$ cat src/hdl/lurt_pkg.sv
package lurt_pkg;

  // table size and index widths
  localparam int unsigned ALPHABET  = 256;
  localparam int unsigned CODE_BITS = $clog2(ALPHABET);
  localparam int unsigned POS_BITS  = 16;
  localparam int unsigned LEN_BITS  = 16;
  localparam int unsigned CHAR_BITS = 8;

  localparam logic [POS_BITS-1:0] POS_LIMIT = {POS_BITS{1'b1}};

  typedef logic [POS_BITS-1:0]  pos_t;
  typedef logic [CODE_BITS-1:0] code_t;

  // one byte of the stream
  typedef struct packed {
    logic                 first;
    logic [CHAR_BITS-1:0] char_code;
  } in_item_t;

  // one result per byte
  typedef struct packed {
    logic [LEN_BITS-1:0] current_length;
    logic [LEN_BITS-1:0] max_length;
    logic                overflow;
  } out_item_t;

endpackage

$ cat src/hdl/lurt_if.sv
interface lurt_in_if;
  import lurt_pkg::*;

  logic     valid;
  logic     ready;
  in_item_t item;

  modport source (output valid, output item, input ready);
  modport sink (input valid, input item, output ready);
endinterface

interface lurt_out_if;
  import lurt_pkg::*;

  logic      valid;
  logic      ready;
  out_item_t item;

  modport source (output valid, output item, input ready);
  modport sink (input valid, input item, output ready);
endinterface

$ cat src/hdl/lurt_ram.sv
module lurt_ram #(
  parameter int unsigned WIDTH = 16,
  parameter int unsigned DEPTH = 256
) (
  input  logic                     clk_i,
  input  logic                     we_i,
  input  logic [$clog2(DEPTH)-1:0] waddr_i,
  input  logic [WIDTH-1:0]         wdata_i,
  input  logic                     re_i,
  input  logic [$clog2(DEPTH)-1:0] raddr_i,
  output logic [WIDTH-1:0]         rdata_o
);

  logic [WIDTH-1:0] mem [DEPTH];
  logic [WIDTH-1:0] rdata_q;

  // one write port, one registered read port, read returns old data on collision
  always_ff @(posedge clk_i) begin
    if (we_i) begin
      mem[waddr_i] <= wdata_i;
    end
    if (re_i) begin
      rdata_q <= mem[raddr_i];
    end
  end

  assign rdata_o = rdata_q;

endmodule

$ cat src/hdl/longest_unique_run_tracker.sv
// Tracks the longest run of bytes with no repeated code in a byte stream. One byte is
// taken per item and each byte gives one result: the length of the repeat-free window
// that ends at it, the best length in the current string, and an overflow flag. A set
// first bit starts a new string; all 256 codes are data. The block takes one item every
// cycle while the output is not stalled; the table read registers at the edge that takes
// it, then the update lands in the output register; the rate is set by the last-position
// table, which is read once and written at most once per item, with forwarding between
// neighboring items. Once a string reaches 65535 bytes, further bytes are not tracked,
// overflow reads 1 and the lengths hold until the next first bit. The seen bits are
// flip-flops that reset to zero and all clear on a first bit, so there is no clearing
// pass after reset.
module longest_unique_run_tracker (
  input logic      clk_i,
  input logic      rst_ni,
  lurt_in_if.sink  in_i,
  lurt_out_if.source out_o
);
  import lurt_pkg::*;

  // update stage
  logic         s1_valid_q;
  logic         s1_first_q;
  code_t        s1_code_q;
  logic         s1_adv;
  logic         in_fire;

  // forwarding of the write made in the cycle of the table read
  logic         fwd_hit_q, fwd_hit_d;
  pos_t         fwd_pos_q;

  // string state
  logic [ALPHABET-1:0] seen_q, seen_d;
  pos_t         ws_q, ws_d;
  pos_t         pos_q, pos_d;
  pos_t         best_q, best_d;
  logic         ovf_q, ovf_d;

  // output register
  logic         out_valid_q;
  out_item_t    out_item_q, out_item_d;

  // table port
  logic         tbl_we;
  pos_t         tbl_rdata;
  pos_t         last_pos;
  code_t        in_code;

  // working values
  pos_t         ws_e, pos_e, best_e, cur;
  logic         ovf_e, seen_e;

  assign in_code  = in_i.item.char_code[CODE_BITS-1:0];
  assign s1_adv   = s1_valid_q && (!out_valid_q || out_o.ready);
  assign in_i.ready = !s1_valid_q || s1_adv;
  assign in_fire  = in_i.valid && in_i.ready;
  assign tbl_we   = s1_adv && !ovf_d;

  lurt_ram #(
    .WIDTH (POS_BITS),
    .DEPTH (ALPHABET)
  ) u_last_pos (
    .clk_i   (clk_i),
    .we_i    (tbl_we),
    .waddr_i (s1_code_q),
    .wdata_i (pos_e),
    .re_i    (in_fire),
    .raddr_i (in_code),
    .rdata_o (tbl_rdata)
  );

  assign fwd_hit_d = tbl_we && (s1_code_q == in_code);
  assign last_pos  = fwd_hit_q ? fwd_pos_q : tbl_rdata;

  // window update for the byte in the update stage
  always_comb begin
    ws_e   = s1_first_q ? '0 : ws_q;
    pos_e  = s1_first_q ? '0 : pos_q;
    best_e = s1_first_q ? '0 : best_q;
    ovf_e  = s1_first_q ? 1'b0 : ovf_q;
    seen_e = seen_q[s1_code_q] && !s1_first_q;

    seen_d = s1_first_q ? '0 : seen_q;
    ovf_d  = ovf_e || (pos_e == POS_LIMIT);
    ws_d   = ws_e;
    pos_d  = pos_e;
    if (!ovf_d) begin
      if (seen_e && (last_pos >= ws_e)) begin
        ws_d = last_pos + 1'b1;
      end
      seen_d[s1_code_q] = 1'b1;
      pos_d = pos_e + 1'b1;
    end

    cur    = pos_d - ws_d;
    best_d = best_e;
    if (!ovf_d && (cur > best_e)) begin
      best_d = cur;
    end

    out_item_d.current_length = cur;
    out_item_d.max_length     = best_d;
    out_item_d.overflow       = ovf_d;
  end

  // control and state registers
  always_ff @(posedge clk_i or negedge rst_ni) begin
    if (!rst_ni) begin
      s1_valid_q  <= 1'b0;
      fwd_hit_q   <= 1'b0;
      seen_q      <= '0;
      ws_q        <= '0;
      pos_q       <= '0;
      best_q      <= '0;
      ovf_q       <= 1'b0;
      out_valid_q <= 1'b0;
    end else begin
      if (in_i.ready) begin
        s1_valid_q <= in_fire;
      end
      if (in_fire) begin
        fwd_hit_q <= fwd_hit_d;
      end
      if (s1_adv) begin
        seen_q <= seen_d;
        ws_q   <= ws_d;
        pos_q  <= pos_d;
        best_q <= best_d;
        ovf_q  <= ovf_d;
      end
      if (s1_adv) begin
        out_valid_q <= 1'b1;
      end else if (out_o.ready) begin
        out_valid_q <= 1'b0;
      end
    end
  end

  // payload registers
  always_ff @(posedge clk_i) begin
    if (in_fire) begin
      s1_first_q <= in_i.item.first;
      s1_code_q  <= in_code;
      fwd_pos_q  <= pos_e;
    end
    if (s1_adv) begin
      out_item_q <= out_item_d;
    end
  end

  assign out_o.valid = out_valid_q;
  assign out_o.item  = out_item_q;

  // window start never passes the position
  a_ws_le_pos: assert property (@(posedge clk_i) disable iff (!rst_ni)
    ws_q <= pos_q)
    else $error("window start beyond position");

  // best length covers the current window
  a_best_covers: assert property (@(posedge clk_i) disable iff (!rst_ni)
    best_q >= pos_q - ws_q)
    else $error("best length below current window");

  // state holds once overflowed, until a new string
  a_ovf_hold: assert property (@(posedge clk_i) disable iff (!rst_ni)
    s1_adv && ovf_q && !s1_first_q |=> $stable(pos_q) && $stable(ws_q) && $stable(best_q))
    else $error("state moved after overflow");

  // a taken item reaches the update stage in the next cycle
  a_fire_stage: assert property (@(posedge clk_i) disable iff (!rst_ni)
    in_fire |=> s1_valid_q)
    else $error("accepted item lost");

endmodule
$ cat src/flat_wrapper.sv
// flat-port wrapper written by rule: the top's interface ports become plain ports
module longest_unique_run_tracker_flat import lurt_pkg::*;
  (clk_i, rst_ni, in_i_valid, in_i_item, in_i_ready, out_o_valid, out_o_item, out_o_ready);
  lurt_in_if in_i_i ();
  lurt_out_if out_o_i ();
  input logic clk_i;
  input logic rst_ni;
  input wire logic [$bits(in_i_i.valid)-1:0] in_i_valid;
  input wire logic [$bits(in_i_i.item)-1:0] in_i_item;
  output wire logic [$bits(in_i_i.ready)-1:0] in_i_ready;
  output wire logic [$bits(out_o_i.valid)-1:0] out_o_valid;
  output wire logic [$bits(out_o_i.item)-1:0] out_o_item;
  input wire logic [$bits(out_o_i.ready)-1:0] out_o_ready;
  assign in_i_i.valid = in_i_valid;
  assign in_i_i.item = in_i_item;
  assign in_i_ready = in_i_i.ready;
  assign out_o_valid = out_o_i.valid;
  assign out_o_item = out_o_i.item;
  assign out_o_i.ready = out_o_ready;
  longest_unique_run_tracker u_core (.clk_i(clk_i), .rst_ni(rst_ni), .in_i(in_i_i), .out_o(out_o_i));
endmodule
$ cat config.mk
export PLATFORM = sky130hd
export DESIGN_NAME = longest_unique_run_tracker_flat
export DESIGN_NICKNAME = d
export VERILOG_FILES = /design/src/hdl/lurt_pkg.sv /design/src/hdl/lurt_if.sv /design/src/hdl/lurt_ram.sv /design/src/hdl/longest_unique_run_tracker.sv /design/src/flat_wrapper.sv
export SDC_FILE = /design/constraint.sdc
export NUM_CORES = 2
export LEC_CHECK = 0
export BUFFER_PORTS_ARGS = -buffer_cell sky130_fd_sc_hd__clkbuf_2
export CAP_MARGIN = 40
export CORE_MARGIN = 3
export CORE_UTILIZATION = 50
export DETAILED_ROUTE_END_ITERATION = 7
export GPL_ROUTABILITY_DRIVEN = 0
export GPL_TIMING_DRIVEN = 1
export MAX_ROUTING_LAYER = met4
export PLACE_DENSITY = 0.64
export SLEW_MARGIN = 20
export SYNTH_ARGS = -nofsm -noshare
export SYNTH_HDL_FRONTEND = slang
export SYNTH_SLANG_ARGS = --single-unit
$ cat constraint.sdc
create_clock -name clk_i -period 13.82 [get_ports clk_i]
set_clock_uncertainty 0.05 [all_clocks]
set_input_delay 2.764 -clock clk_i [delete_from_list [all_inputs] [get_ports clk_i]]
set_output_delay 2.764 -clock clk_i [all_outputs]
set_load 0.005 [all_outputs]
==> results.py <==
metrics = {
    "outcome": {
        "run_status": "finished, final reports clean",
    },
    "drt": {
        "drt_iter0_markers": 10140,
        "postRouteAntennaNets": 0,
        "vias": 83440,
        "wl_per_cell_um": 34.76,
        "via_per_inst": 6.433,
        "dr.pass1.iters": 5,
        "finalWirelength_um": 450900,
        "drc": 0,
    },
    "yosys": {
        "synth_xor_area_frac": 0.002608,
        "yosysUniqueCellTypes": 72,
        "ys.warnings.count": 0,
        "async_reset_ff_frac": 0.06878,
        "synth_top_area_share": 0.7191,
        "syn_area_per_cell_um2": 23.21,
        "synth_area_um2": 174100,
        "ys_seq_area_frac": 0.7634,
        "synthTopCellsByArea": "edfxtp_1 72%, mux4_2 18%, dfrtp_1 4.4%",
        "yosys.area_share.simple": 0.01480,
        "synth-edff-count": 4170,
        "syn_nets": 7565,
        "synthAdderAreaFrac": 0.003636,
        "synth_compound_area_frac": 0.01665,
        "yosysTopAreaCell": "edfxtp_1",
        "synthCells": 7502,
        "ys_dominant_reg_cell": "edfxtp_1",
        "yosys_register_bits": 4478,
        "synth_top_family_by_area": "multiplexers",
        "synthMuxAreaShare": 0.1876,
    },
    "sta": {
        "period_needed_ns": 8.897,
        "finalHoldViolations": 0,
        "max_freq_mhz": 112.4,
        "max_slew_margin": 0.1624,
        "min_period_over_period": 0.6438,
        "tightest_slew_ns": 1.256,
        "tns_ns": 0,
        "rsz0062_at_grt": "no",
        "finalSetupViolations": 0,
        "drv_slew": 0,
    },
    "global_route": {
        "grt.overflow.total": 0,
        "grt_pass1_vias": 84020,
        "grt.total_usage": 0.2619,
        "grt_pass1_wl_um": 642900,
        "grt_max_degree": 222,
        "antenna_found_initial": 20,
    },
    "power": {
        "p_seq_frac": 0.527,
        "ir_drop_v": 0.0001050,
        "clock_power_share": 0.419,
        "p_leak_uw": 0.06342,
        "p_sw_uw": 5981,
        "internal_power_uw": 22410,
        "pwr-share-comb": 0.054,
        "powerDensity_nw_per_um2": 141.7,
        "p_sw_frac": 0.2107,
    },
    "floorplan": {
        "dieHeight_um": 596.1,
        "rows": 216,
        "start_util": 0.5026,
        "fp.dieArea_um2": 355400,
        "ioPinCount": 48,
        "core_um2": 346500,
        "dieWidth_um": 596.1,
    },
    "critical_path": {
        "r2r_end": "u_core.best_q[10]$_DFFE_PN0P_",
        "critPathArrivalTime_ns": 9.67,
        "r2r-start": "u_core.s1_code_q[1]$_DFFE_PP_",
        "rr_worst_depth": 31,
        "crit_end": "u_core.best_q[10]$_DFFE_PN0P_",
        "cpPeakStageDelay_ns": 0.66,
        "cp_max_fo": 45,
        "startpoint": "u_core.s1_code_q[1]$_DFFE_PP_",
        "slowest_stage": "buf_4",
        "endpoint_kind": "flip-flop",
        "r2r_slack_ns": 4.92,
        "cp.required_ns": 14.59,
        "cp-start-kind": "flip-flop",
        "crit_type": "reg2reg",
    },
    "min_path": {
        "min_path_type": "reg2reg",
    },
    "cells_and_area": {
        "regArea_um2": 132900,
        "drive_gt1_frac": 0.3361,
        "nFillCells": 24340,
        "fin_nets": 8070,
        "area_delta_synth_final_pct": 15.08,
        "multiInputGateArea_um2": 40640,
        "postLayoutCoreUtil": 0.5784,
    },
    "clocking": {
        "cts_buffer_depth": 4,
        "clock_latency_ns": 0.97,
        "hold_buffers": 0,
        "post_cts_buffers": 0,
        "cts_tree": "yes",
        "clk_pin_slew_ns": 0.06,
        "numCtsBuffers": 438,
        "root_buffer": "clkbuf_16",
        "clkSinkCount": 4478,
        "ctsHtreeMaxLevel": 5,
        "cts_resized": 0,
    },
    "place": {
        "place_hpwl_um": 265300,
        "port_buffers": 47,
    },
    "run": {
        "drv_cap": 0,
    },
}
-- registers in the layout, indices dropped and copies added, names as in the netlist --
| register | flops |
|---|---|
| u_core.best_q | 16 |
| u_core.fwd_hit_q | 1 |
| u_core.fwd_pos_q | 16 |
| u_core.out_o.item | 33 |
| u_core.out_o.valid | 1 |
| u_core.ovf_q | 1 |
| u_core.pos_q | 16 |
| u_core.s1_code_q | 8 |
| u_core.s1_first_q | 1 |
| u_core.s1_valid_q | 1 |
| u_core.seen_q | 256 |
| u_core.u_last_pos.mem | 4096 |
| u_core.u_last_pos.rdata_o | 16 |
| u_core.ws_q | 16 |
-- layout by cell type (no fill, tap or decap), types with 15 or more instances in the layout --
cell and count:
edfxtp_1 4170, mux4_2 1405, clkbuf_16 448, dfrtp_1 308
a21o_1 270, buf_4 223, buf_12 139, nand2_1 138
nor2_4 132, clkinv_1 107, nor2_2 90, clkinv_2 88
clkbuf_1 85, nor2_1 75, buf_16 65, bufinv_16 51
ha_1 49, clkbuf_2 40, mux2i_1 36, mux2_2 33
inv_1 32, nor2b_1 30, o21ai_0 28, xnor2_1 27
a21oi_1 25, nand3_1 23, xor2_1 23, a22oi_1 17
nor2b_4 15
-- worst min path at each step --
stage	slack (ns)	to	start	depth (start not counted)
after CTS	0.42	u_core.seen_q[205]$_DFFE_PN0P_	u_core.seen_q[205]$_DFFE_PN0P_	1
final	0.42	u_core.ws_q[0]$_DFFE_PN0P_	u_core.ws_q[0]$_DFFE_PN0P_	2
after global placement	0.40	u_core.seen_q[99]$_DFFE_PN0P_	u_core.seen_q[99]$_DFFE_PN0P_	1
after floorplan	0.39	u_core.best_q[0]$_DFFE_PN0P_	u_core.best_q[0]$_DFFE_PN0P_	2
after global routing	0.43	u_core.seen_q[62]$_DFFE_PN0P_	u_core.seen_q[62]$_DFFE_PN0P_	1
after detailed placement	0.41	u_core.best_q[9]$_DFFE_PN0P_	u_core.best_q[9]$_DFFE_PN0P_	2
-- kinds of logic (layout without fill, tap and decap cells) --
family,Yosys count,after routing
compound gates,398,398
other cells,0,14
fa+ha+maj,50,50
flops,4478,4478
mux,1488,1488
xor+xnor,51,51
simple gates,587,587
buf+inv,450,1327
-- per-stage QoR --
stage                     instances  hold slack (ns)  cell area [um2]  power (uW)  setup slack [ns]
after floorplan                7502           0.3879           174100       16230            0.6924
after global placement        11950           0.4016           181700       16680             4.856
after detailed placement      12120           0.4084           185400       16760             5.118
after CTS                     12930           0.4218           199700       28560             5.048
after global routing          12960           0.4346           200400       29220             4.492
final                         12970           0.4174           200400       28390             4.923
-- final cells by class --
type                       instances  area share
multi-input combinational       2574      0.2028
tap                             4578     0.02858
antenna                           14   0.0001748
sequential                      4478      0.6634
clock buffer                     538     0.05793
clock inverter                   274     0.01344
inverter                          35   0.0006556
timing repair buffer             480     0.03307
-- power groups by stage --
stage          Clock [uW]  Sequential (uW)  Combinational, uW
2_1_floorplan           0            15300                953
3_3_place_gp            0            15200               1440
3_5_place_dp            0            15200               1510
4_1_cts             12100            15000               1520
5_1_grt             12600            15000               1640
6_report            11900            15000               1530
-- per-layer routing --
metal  up-vias  GRT usage  wire length (um)
met1     45860     0.3630            178800
met5         -          -                 0
li1      32920          -                 -
met4         0    0.07444             13890
met2      3974     0.4084            221900
met3       685    0.04245             36360
-- synth_stat cells (29+ instances only) --
cell type,n
edfxtp_1,4170
mux4_2,1405
dfrtp_1,308
nor2_1,295
a21o_1,270
clkbuf_1,250
nand2_1,153
buf_1,79
buf_2,64
ha_1,49
nor2b_1,46
mux2i_1,36
inv_1,34
mux2_2,33
o21ai_0,29
-- worst max-delay path: cells and delay by family (launching register included) --
kind	cells	cell delay, ns
fa+ha+maj	3	0.96
flops	1	0.33
buf+inv	4	1.78
simple gates	6	1.03
mux	5	1.68
xor+xnor	1	0.30
compound gates	12	2.58
No activity file was read; power rests on OpenSTA's default activity.
